## config.mk

```make
export PLATFORM = sky130hd
export DESIGN_NAME = json_control_char_sanitizer
export DESIGN_NICKNAME = d
export VERILOG_FILES = /design/src/rtl/jccs_pkg.sv /design/src/rtl/json_control_char_sanitizer.sv /design/src/rtl/jccs_track.sv /design/src/rtl/jccs_expand.sv
export SDC_FILE = /design/constraint.sdc
export NUM_CORES = 1
export LEC_CHECK = 0
export ABC_AREA = 0
export BUFFER_PORTS_ARGS = -buffer_cell sky130_fd_sc_hd__buf_2
export CAP_MARGIN = 25
export CORE_MARGIN = 10
export CORE_UTILIZATION = 25
export DETAILED_ROUTE_END_ITERATION = 8
export GPL_TIMING_DRIVEN = 0
export SYNTH_ARGS = -nofsm -noshare
export SYNTH_HDL_FRONTEND = slang
export SYNTH_HIERARCHICAL = 1
export SYNTH_SLANG_ARGS = --single-unit
```

## constraint.sdc

```tcl
create_clock -name i_clk -period 2.9 [get_ports i_clk]
set_input_delay 0.145 -clock i_clk [delete_from_list [all_inputs] [get_ports i_clk]]
set_output_delay 0.145 -clock i_clk [all_outputs]
set_load 0.005 [all_outputs]
```

## src/rtl/jccs_pkg.sv

```systemverilog
// jccs_pkg: types, character constants and escape helpers for the json control
// character sanitizer
// no dependencies
package jccs_pkg;

    localparam logic [7:0] CTRL_LIMIT  = 8'h20;
    localparam logic [7:0] CHAR_QUOTE  = 8'h22;
    localparam logic [7:0] CHAR_BSLASH = 8'h5C;
    localparam logic [7:0] CHAR_ZERO   = 8'h30;
    localparam logic [7:0] CHAR_A      = 8'h61;
    localparam logic [7:0] CHAR_U      = 8'h75;
    localparam logic [3:0] NIBBLE_MASK = 4'hF;

    localparam logic [7:0] CTRL_BS = 8'h08;
    localparam logic [7:0] CTRL_HT = 8'h09;
    localparam logic [7:0] CTRL_LF = 8'h0A;
    localparam logic [7:0] CTRL_FF = 8'h0C;
    localparam logic [7:0] CTRL_CR = 8'h0D;

    localparam int unsigned IDX_W = 3;

    typedef enum logic [1:0] {
        KIND_PASS,
        KIND_SHORT,
        KIND_UNI
    } t_kind;

    // one input byte after classification, as handed to the expander
    typedef struct packed {
        logic [7:0] ch;
        t_kind      kind;
        logic       eot;
    } t_desc;

    function automatic logic [7:0] nibble_hex(input logic [3:0] v);
        logic [3:0] m;
        m = v & NIBBLE_MASK;
        if (m < 4'd10) begin
            return CHAR_ZERO + {4'd0, m};
        end else begin
            return CHAR_A + {4'd0, m} - 8'd10;
        end
    endfunction

    function automatic logic is_short(input logic [7:0] ch);
        return (ch == CTRL_BS) || (ch == CTRL_HT) || (ch == CTRL_LF) ||
               (ch == CTRL_FF) || (ch == CTRL_CR);
    endfunction

    function automatic logic [7:0] short_letter(input logic [7:0] ch);
        logic [7:0] l;
        case (ch)
            CTRL_BS: l = 8'h62; // b
            CTRL_FF: l = 8'h66; // f
            CTRL_LF: l = 8'h6E; // n
            CTRL_CR: l = 8'h72; // r
            CTRL_HT: l = 8'h74; // t
            default: l = CHAR_U;
        endcase
        return l;
    endfunction

    function automatic logic [IDX_W-1:0] seq_len(input t_kind kind);
        logic [IDX_W-1:0] n;
        case (kind)
            KIND_PASS:  n = 3'd1;
            KIND_SHORT: n = 3'd2;
            KIND_UNI:   n = 3'd6;
            default:    n = 3'd1;
        endcase
        return n;
    endfunction

    function automatic logic [7:0] seq_byte(input t_desc d, input logic [IDX_W-1:0] idx);
        logic [7:0] b;
        case (d.kind)
            KIND_PASS:  b = d.ch;
            KIND_SHORT: b = (idx == 3'd0) ? CHAR_BSLASH : short_letter(d.ch);
            KIND_UNI: begin
                case (idx)
                    3'd0:    b = CHAR_BSLASH;
                    3'd1:    b = CHAR_U;
                    3'd2:    b = CHAR_ZERO;
                    3'd3:    b = CHAR_ZERO;
                    3'd4:    b = nibble_hex(d.ch[7:4]);
                    3'd5:    b = nibble_hex(d.ch[3:0]);
                    default: b = CHAR_BSLASH;
                endcase
            end
            default:    b = d.ch;
        endcase
        return b;
    endfunction

endpackage

```

## src/rtl/json_control_char_sanitizer.sv

```systemverilog
// json_control_char_sanitizer: top level, escapes raw control bytes inside
// json string literals; depends on jccs_pkg, jccs_track, jccs_expand
//
// The block takes serialized json text one byte per input transaction and
// gives the sanitized text one byte per output transaction. Inside a string
// literal an unescaped byte below 0x20 is rewritten: backspace, form feed,
// newline, return and tab become two-byte short escapes, every other control
// byte becomes the six-byte \u00xy form with lower-case hex. All other bytes,
// quotes and escaped bytes included, pass through unchanged. last_of_run
// marks the final output byte of each input byte; text_done marks that byte
// for the input carrying end_of_text, after which the string and escape
// flags are cleared. Plain text flows at one byte per cycle while the
// consumer keeps i_out_ready high; an escaped byte occupies the expander
// until all two or six of its output bytes have moved to the output
// register, and input is held off meanwhile. A byte passes through the
// holding register, then the output register, and the output register lets
// a new byte be accepted while a finished one waits for the consumer.
module json_control_char_sanitizer
    import jccs_pkg::*;
(
    input  logic       i_clk,
    input  logic       i_rst_n,
    // input channel
    input  logic       i_in_valid,
    output logic       o_in_ready,
    input  logic [7:0] i_in_byte,
    input  logic       i_end_of_text,
    // output channel
    output logic       o_out_valid,
    input  logic       i_out_ready,
    output logic [7:0] o_out_byte,
    output logic       o_last_of_run,
    output logic       o_text_done
);

    logic  w_free;
    logic  w_accept;
    t_desc w_desc;

    // input is taken whenever the holding register is empty or empties now
    assign o_in_ready = w_free;
    assign w_accept   = i_in_valid && w_free;

    // flag tracking and classification happen at the input transaction
    jccs_track u_track (
        .i_clk         (i_clk),
        .i_rst_n       (i_rst_n),
        .i_accept      (w_accept),
        .i_in_byte     (i_in_byte),
        .i_end_of_text (i_end_of_text),
        .o_desc        (w_desc)
    );

    // sequence expansion into the registered output
    jccs_expand u_expand (
        .i_clk         (i_clk),
        .i_rst_n       (i_rst_n),
        .i_load        (w_accept),
        .i_desc        (w_desc),
        .o_free        (w_free),
        .o_out_valid   (o_out_valid),
        .i_out_ready   (i_out_ready),
        .o_out_byte    (o_out_byte),
        .o_last_of_run (o_last_of_run),
        .o_text_done   (o_text_done)
    );

endmodule

```

## src/rtl/jccs_track.sv

```systemverilog
// jccs_track: string and escape flags, classifies each accepted byte
// depends on jccs_pkg
module jccs_track
    import jccs_pkg::*;
(
    input  logic       i_clk,
    input  logic       i_rst_n,
    input  logic       i_accept,
    input  logic [7:0] i_in_byte,
    input  logic       i_end_of_text,
    output t_desc      o_desc
);

    logic r_inside;
    logic r_after_bs;
    logic n_inside;
    logic n_after_bs;
    t_kind w_kind;

    always_comb begin
        n_inside   = r_inside;
        n_after_bs = r_after_bs;
        w_kind     = KIND_PASS;
        if (!r_inside) begin
            if (i_in_byte == CHAR_QUOTE) begin
                n_inside = 1'b1;
            end
        end else if (r_after_bs) begin
            n_after_bs = 1'b0;
        end else if (i_in_byte == CHAR_BSLASH) begin
            n_after_bs = 1'b1;
        end else if (i_in_byte == CHAR_QUOTE) begin
            n_inside = 1'b0;
        end else if (i_in_byte < CTRL_LIMIT) begin
            w_kind = is_short(i_in_byte) ? KIND_SHORT : KIND_UNI;
        end
        // end of text drops both flags
        if (i_end_of_text) begin
            n_inside   = 1'b0;
            n_after_bs = 1'b0;
        end
    end

    assign o_desc = '{ch: i_in_byte, kind: w_kind, eot: i_end_of_text};

    always_ff @(posedge i_clk) begin
        if (!i_rst_n) begin
            r_inside   <= 1'b0;
            r_after_bs <= 1'b0;
        end else if (i_accept) begin
            r_inside   <= n_inside;
            r_after_bs <= n_after_bs;
        end
    end

endmodule

```

## src/rtl/jccs_expand.sv

```systemverilog
// jccs_expand: holds one classified byte and walks its escape sequence into
// the output register, one byte per transaction; depends on jccs_pkg
module jccs_expand
    import jccs_pkg::*;
(
    input  logic       i_clk,
    input  logic       i_rst_n,
    input  logic       i_load,
    input  t_desc      i_desc,
    output logic       o_free,
    output logic       o_out_valid,
    input  logic       i_out_ready,
    output logic [7:0] o_out_byte,
    output logic       o_last_of_run,
    output logic       o_text_done
);

    t_desc            r_desc;
    logic             r_d_valid;
    logic [IDX_W-1:0] r_idx;
    logic [7:0]       r_out_byte;
    logic             r_out_last;
    logic             r_out_done;
    logic             r_out_valid;

    logic [IDX_W-1:0] n_idx;
    logic             n_d_valid;
    logic             w_take;
    logic             w_move;
    logic             w_last;

    assign w_take = !r_out_valid || i_out_ready;
    assign w_move = r_d_valid && w_take;
    assign w_last = (r_idx == seq_len(r_desc.kind) - 3'd1);
    assign o_free = !r_d_valid || (w_move && w_last);

    always_comb begin
        n_idx     = r_idx;
        n_d_valid = r_d_valid;
        if (w_move) begin
            if (w_last) begin
                n_idx     = '0;
                n_d_valid = 1'b0;
            end else begin
                n_idx = r_idx + 3'd1;
            end
        end
        if (i_load) begin
            n_d_valid = 1'b1;
        end
    end

    always_ff @(posedge i_clk) begin
        if (!i_rst_n) begin
            r_d_valid   <= 1'b0;
            r_idx       <= '0;
            r_out_valid <= 1'b0;
        end else begin
            r_d_valid <= n_d_valid;
            r_idx     <= n_idx;
            if (w_take) begin
                r_out_valid <= w_move;
            end
        end
        if (i_load) begin
            r_desc <= i_desc;
        end
        if (w_move) begin
            r_out_byte <= seq_byte(r_desc, r_idx);
            r_out_last <= w_last;
            r_out_done <= w_last && r_desc.eot;
        end
    end

    assign o_out_valid   = r_out_valid;
    assign o_out_byte    = r_out_byte;
    assign o_last_of_run = r_out_last;
    assign o_text_done   = r_out_done;

    // a load only lands in a free holding register
    a_load_free: assert property (@(posedge i_clk) disable iff (!i_rst_n)
        i_load |-> o_free)
        else $error("load while holding register busy");

    // index stays inside the current sequence
    a_idx_range: assert property (@(posedge i_clk) disable iff (!i_rst_n)
        r_d_valid |-> (r_idx < seq_len(r_desc.kind)))
        else $error("sequence index out of range");

    // a partial run on the output always has its remainder still held
    a_run_held: assert property (@(posedge i_clk) disable iff (!i_rst_n)
        (r_out_valid && !r_out_last) |-> r_d_valid)
        else $error("escape run lost its remainder");

    // text end only ever marks the final byte of a run
    a_done_last: assert property (@(posedge i_clk) disable iff (!i_rst_n)
        (r_out_valid && r_out_done) |-> r_out_last)
        else $error("text end on a non-final byte");

endmodule
```

==> metrics.md, run 1 <==
| Metric | Value |
|---|---|
| Initial core utilization | `25.8%` |
| Multi-input logic area | `about 960 um2` |
| RSZ-0062 raised after global routing | `no` |
| Sequential area share after synthesis | `41.2%` |
| Via Count | `1389` |
| Initial antenna violation count | `0` |
| Die Span Y | `107 um` |
| GPL Wtd Cong | `0.821` |
| Setup crit end | `u_track/r_inside` |
| Final period util | `approximately 85%` |
| Post-layout net count | `240` |
| Arrival time worst endpoint | `2.65 ns` |
| H-tree levels | `1` |
| Core area | `0.00725 mm2` |
| Drt total wl | `3610 um` |
| Worst-Skew Late Latency | `~0.27 ns` |
| CTS root buf | `clkbuf_8` |
| # IOs | `25` |
| Antenna diodes | `0` |
| Fin. max-slew vios | `0` |
| Final Hold Vio Count | `0` |
| Final setup viols | `0` |
| CTS Buf Count | `3` |
| Reg2Reg Depth | `11` |
| P&R area growth vs syn | `16.9%` |
| GRT Total Usage | `6.45%` |
| Synth Instances | `186` |
| Final min period | `2.45 ns` |
| YS warnings | `6` |
| Residual DRC | `0` |
| R2r startpoint | `u_expand/r_desc[1]` |
| Fmax | `just over 400 MHz` |
| WP data required | `about 3.1 ns` |
| Fill cells | `758` |
| Post-route setup TNS | `0 ns` |
| Crit path launch type | `flop` |
| Final ANT Viol Nets | `0` |
| Pleak | `between 0.8 and 0.9 nW` |
| Max-cap violations | `0` |
| Total Power | `roughly 1 mW` |
| EDFF count, synth | `21` |
| Kind of critical path | `flop to flop` |
| Worst VDD drop | `between 0.15 and 0.2 mV` |
| CTS tree | `yes` |
| Hold buffer count at CTS | `0` |
| Syn Nets | `211` |
| Vias in the first global route | `1355` |
| Cts repair resizes | `0` |
| Crit. Startpoint | `u_expand/r_desc[1]` |
| Synthesized area per cell | `10.1 um2` |
| DR pass1 iterations | `4` |
| PD cells | `459 mW/mm2` |
| Initial DRC count | `71` |
| Dpl hpwl | `2950 um` |
| Final hold slack | `0.170 ns` |
| Post-synth cell types | `52` |
| Critical R2R Capture | `u_track/r_inside` |
| Max clock buf depth | `2` |
| Via density | `between 4 and 5` |
| Mapped Area | `~0.0019 mm2` |
| Worst-path clk slew | `0.10 ns` |
| Port buffer count | `24` |
| Worst-Margin Slew | `around 0.38 ns` |
| Clk sinks | `28` |
| Slew headroom | `about three quarters` |
| Setup Skew | `0.00495 ns` |
| Fraction of layout cells with a size suffix above 1 | `26.6%` |
| Total die area | `between 0.01 and 0.015 mm2` |
| GR Overflow Total | `0` |
| FFs w/ async S/R, synth | `0%` |
| Die X | `107 um` |
| Routed WL per cell | `11.5 um` |
| Largest fanout on the critical path | `15` |
| Most used DFF post-synth | `edfxtp_1` |
| Hold/Removal Path Class | `input port to flop` |
| First-pass GRT wire length | `6250 um` |
| Rows | `31` |
| Setup crit end kind | `flop` |
| Setup Buffers After CTS | `0` |
| Seq cells post-synth | `28` |
| Outcome | `finished, final reports clean` |
| FF+latch area | `771 um2` |
| R2R Setup Slk | `0.45 ns` |
| Largest net degree at the start of global routing | `17` |
-- per-layer routing --
metal	vias to the layer above	wire length (um)	track usage [%]
li1	723	-	-
met2	35	1510	9.50
met1	629	1830	8.62
met4	0	14	1.06
met5	-	0	0
met3	2	256	2.84
-- placed cells by master, fill, tap and decap left out, types with 5 or more instances in the layout --
master / netlist / layout
nor2b_1: 12 / 12
nor3_1: 5 / 5
buf_4: 10 / 10
dfxtp_1: 7 / 7
o21ai_1: 5 / 5
o21ai_0: 7 / 7
ha_1: 12 / 12
nand2_1: 14 / 14
nor2_1: 6 / 6
buf_2: 2 / 26
a21oi_1: 12 / 12
inv_1: 12 / 12
edfxtp_1: 21 / 21
-- worst max-delay path, cell delays in order, from the launching register on --
cell      delay (ns)
edfxtp_1        0.40
inv_1           0.07
ha_1            0.22
buf_4           0.17
xnor2_1         0.14
nor3_2          0.31
nand2_1         0.13
nand2_1         0.09
and2_2          0.33
nor2b_1         0.22
nand4_1         0.11
o211ai_1        0.18
-- cell usage after synthesis (3+ instances only) --
| cell type | count | area, um2 |
|---|---|---|
| dfxtp_1 | 7 | 140 |
| ha_1 | 12 | 150 |
| o21ai_0 | 7 | 35.0 |
| nand2b_1 | 3 | 18.8 |
| buf_4 | 10 | 75.1 |
| a31oi_1 | 3 | 18.8 |
| edfxtp_1 | 21 | 631 |
| o21ai_1 | 5 | 25.0 |
| and2_1 | 4 | 25.0 |
| xnor2_1 | 3 | 26.3 |
| nand4_1 | 3 | 18.8 |
| nor2b_1 | 12 | 75.1 |
| nand2_1 | 14 | 52.6 |
| inv_1 | 12 | 45.0 |
| nor3_1 | 5 | 25.0 |
| nor2_1 | 6 | 22.5 |
| a21oi_1 | 12 | 60.1 |
-- cell type report --
type | instances | share of cell area (%)
Buffer | 13 | 4.41
Clock buffer | 3 | 1.89
Clock inverter | 1 | 1.37
Inverter | 13 | 2.23
Multi-Input combinational cell | 132 | 43.7
Sequential cell | 28 | 35.2
Tap cell | 99 | 5.66
Timing Repair Buffer | 24 | 5.49
-- cells by family (layout without fill, tap and decap cells) --
logic type,after synthesis,after routing,synth area share (%)
AO/OA/AOI/OAI,51,51,18.6
XOR/XNOR,4,4,1.87
adder cells (fa/ha/maj),12,12,8.03
buffers and inverters,26,54,7.76
flip-flops,28,28,41.2
AND/OR/NAND/NOR,65,65,22.5
-- flip-flops by register name, summed over array words and instances (netlist names) --
register                cells
u_expand/o_out_valid        1
u_track/r_after_bs          1
u_expand/o_last_of_run      1
u_expand/r_d_valid          1
u_expand/r_desc            11
u_track/r_inside            1
u_expand/o_out_byte         8
u_expand/o_text_done        1
u_expand/r_idx              3
-- worst min-delay path by stage --
stage	endpoint	cells past startpoint	from
2_1_floorplan	u_expand/r_d_valid	1	i_rst_n
3_3_place_gp	u_track/r_after_bs	2	u_track/r_after_bs
3_5_place_dp	u_expand/r_desc[7]	2	i_in_byte[4]
4_1_cts	u_expand/r_desc[7]	2	i_in_byte[4]
5_1_grt	u_expand/r_desc[7]	2	i_in_byte[4]
6_report	u_expand/r_desc[7]	2	i_in_byte[4]
-- report_power, final --
| group | switching [mW] | leakage [nW] | total (mW) | internal, mW |
|---|---|---|---|---|
| clock | 0.120 | 0.0357 | 0.305 | 0.185 |
| combinational | 0.115 | 0.534 | 0.205 | 0.0900 |
| sequential | 0.0203 | 0.259 | 0.493 | 0.473 |
| total | 0.256 | 0.828 | 1.00 | 0.747 |
-- stage by stage --
stage | cells | instance area [um2] | setup WS, ns | util [%]
after detailed placement | 309 | 2110 | 0.255 | 29.2
after global placement | 309 | 2110 | 0.293 | 29.2
after CTS | 313 | 2190 | 0.208 | 30.1
after global routing | 313 | 2190 | 0.185 | 30.2
final | 313 | 2190 | 0.446 | 30.2
after floorplan | 186 | 1870 | 0.625 | -
Note: power is estimated with default switching activity, not from simulation.
==> inputs of run 2 (changes only) <==
- clock period: 2.9 -> 2 ns (I/O delays scaled with it)
==> run 2 against run 1 <==
Final cell count rose by 2.9%. Critical path depth fell by 4. Register-to-register slack got worse by 0.35 ns. Highest routed layer unchanged. Worst hold slack got worse by 0.051 ns. Clock skew barely moved. Combinational power rose by 75%. Routed wire length rose by 6.3%.
==> metrics.md, run 2 (same netlist as run 1, synthesis figures left out) <==
| Metric | Value |
|---|---|
| Outcome | `finished, final reports clean` |
| Dpl hpwl | `2940 um` |
| Final period util | `95.3%` |
| Worst-Skew Late Latency | `roughly 0.28 ns` |
| H-tree levels | `1` |
| Port buffer count | `24` |
| Largest fanout on the critical path | `3` |
| Die X | `around 110 um` |
| Drt total wl | `3830 um` |
| GR Overflow Total | `0` |
| Routed length on met3 | `268 um` |
| Kind of critical path | `flop to flop` |
| Combinational share of power | `23.5%` |
| Max-cap violations | `0` |
| Total Power | `1.52 mW` |
| Via density | `roughly 4.4` |
| Pint | `roughly 1.1 mW` |
| Fmax | `approximately 520 MHz` |
| Largest register FFs | `11` |
| Sequential Power Share | `47.0%` |
| Final setup viols | `0` |
| Initial antenna violation count | `0` |
| Worst VDD drop | `0.282 mV` |
| Slew headroom | `between 70% and 80%` |
| Post-route cell area | `0.00232 mm2` |
| CTS root buf | `clkbuf_8` |
| Vias in the first global route | `around 1400` |
| Final min period | `1.91 ns` |
| Reg with most FFs | `u_expand/r_desc` |
| Via Count | `1429` |
| Most frequent cells in the layout | `buf_2, edfxtp_1, buf_4` |
| PD cells | `656 mW/mm2` |
| Clk sinks | `28` |
| Final ANT Viol Nets | `0` |
| WP data required | `2.04 ns` |
| Met2 routed WL | `around 1600 um` |
| Max Used Layer | `met4` |
| Fin. max-slew vios | `0` |
| Die Span Y | `107 um` |
| Hold buffer count at CTS | `0` |
| Total die area | `between 0.01 and 0.015 mm2` |
| First-pass GRT wire length | `6270 um` |
| Antenna diodes | `0` |
| P&R area growth vs syn | `24.3%` |
| Most common cell after layout, fill and taps aside | `buf_2` |
| CTS tree | `yes` |
| Worst-path clk slew | `0.09 ns` |
| Setup crit end kind | `flop` |
| Initial DRC count | `89` |
| Residual DRC | `0` |
| Post-DP Area | `0.00212 mm2` |
| Routed WL per cell | `11.9 um` |
| Fill cells | `744` |
| Pleak | `0.897 nW` |
| Clock power frac | `29.5%` |
| GPL Wtd Cong | `0.821` |
| Setup Skew | `~0.0045 ns` |
| Final Hold Vio Count | `0` |
| Max clock buf depth | `2` |
| GRT Total Usage | `roughly 6.5%` |
| Fraction of layout cells with a size suffix above 1 | `33.6%` |
| Worst-Margin Slew | `0.347 ns` |
| Core area | `0.00725 mm2` |
| DR pass1 iterations | `4` |
| CTS Buf Count | `3` |
| Post-layout net count | `between 200 and 250` |
| Psw | `between 300 and 400 uW` |
| Hold/Removal Path Class | `input port to flop` |
| WL met1 | `between 1500 and 2000 um` |
| Arrival time worst endpoint | `~2.0 ns` |
| Rows | `31` |
| Crit path launch type | `flop` |
| # IOs | `25` |
| Switching share of total power | `26.0%` |
| Reg2Reg Depth | `7` |
| Initial core utilization | `25.8%` |
| Largest net degree at the start of global routing | `17` |
| Number of cells on the worst hold path | `2` |
run 2: changes by cell type in the layout (fill, tap and decap cells not counted), sizes merged:
| cell | change |
|---|---|
| buf | +9 |
run 2: power groups by stage:
stage | Sequential [mW] | Clock, mW | Combinational [mW]
3_5_place_dp | 0.729 | 0 | 0.304
3_3_place_gp | 0.728 | 0 | 0.300
6_report | 0.717 | 0.449 | 0.358
4_1_cts | 0.714 | 0.467 | 0.329
5_1_grt | 0.725 | 0.479 | 0.400
2_1_floorplan | 0.726 | 0 | 0.209
run 2: final cells by class:
cell class | count | area (um2) | area share, %
timing repair buffer | 34 | 199 | 8.56
buffer | 12 | 88.8 | 3.82
clock inverter | 1 | 30.0 | 1.29
tap | 99 | 124 | 5.33
multi-input combinational | 132 | 1020 | 43.9
inverter | 13 | 48.8 | 2.10
sequential | 28 | 773 | 33.3
clock buffer | 3 | 41.3 | 1.78
run 2: critical path, cell delays in order (launching register included):
cell	delay [ns]
edfxtp_1	0.37
inv_1	0.14
ha_1	0.22
nor3b_4	0.24
nand2_2	0.12
o41ai_4	0.33
nand2b_1	0.10
a2bb2oi_1	0.14
run 2: through the flow:
stage / hold WS [ns] / setup TNS, ns / worst slack [ns] / utilization [%] / instances
after floorplan: 0.228 / -0.0470 / -0.0470 / - / 186
after global placement: 0.404 / -1.50 / -0.288 / 29.3 / 309
after detailed placement: 0.409 / -1.80 / -0.310 / 29.3 / 309
after CTS: 0.104 / -0.0337 / -0.0337 / 30.9 / 318
after global routing: 0.113 / -0.0251 / -0.0251 / 32.1 / 322
final: 0.118 / 0 / 0.0943 / 32.1 / 322
run 2: what timing repair did:
| item | CTS | global route |
|---|---|---|
| setup endpoints to repair | 16 | 16 |
| hold endpoints to repair | 0 | 0 |
| gates resized for setup | 2 | 12 |
| buffers inserted | 5 | 5 |
| pin swaps | 5 | 5 |
run 2: final timing paths:
check,slack (ns),end,from
max reg2reg,0.09,u_expand/o_out_byte[4],u_expand/r_desc[7]
min reg2reg,0.47,u_track/r_after_bs,u_track/r_after_bs
max,0.09,u_expand/o_out_byte[4],u_expand/r_desc[7]
min,0.12,u_expand/r_desc[7],i_in_byte[4]
run 2: per-layer routing:
layer | vias up | track usage [%]
li1 | 743 | -
met4 | 0 | 1.16
met1 | 646 | 8.18
met5 | - | 0
met3 | 5 | 2.48
met2 | 35 | 10.3
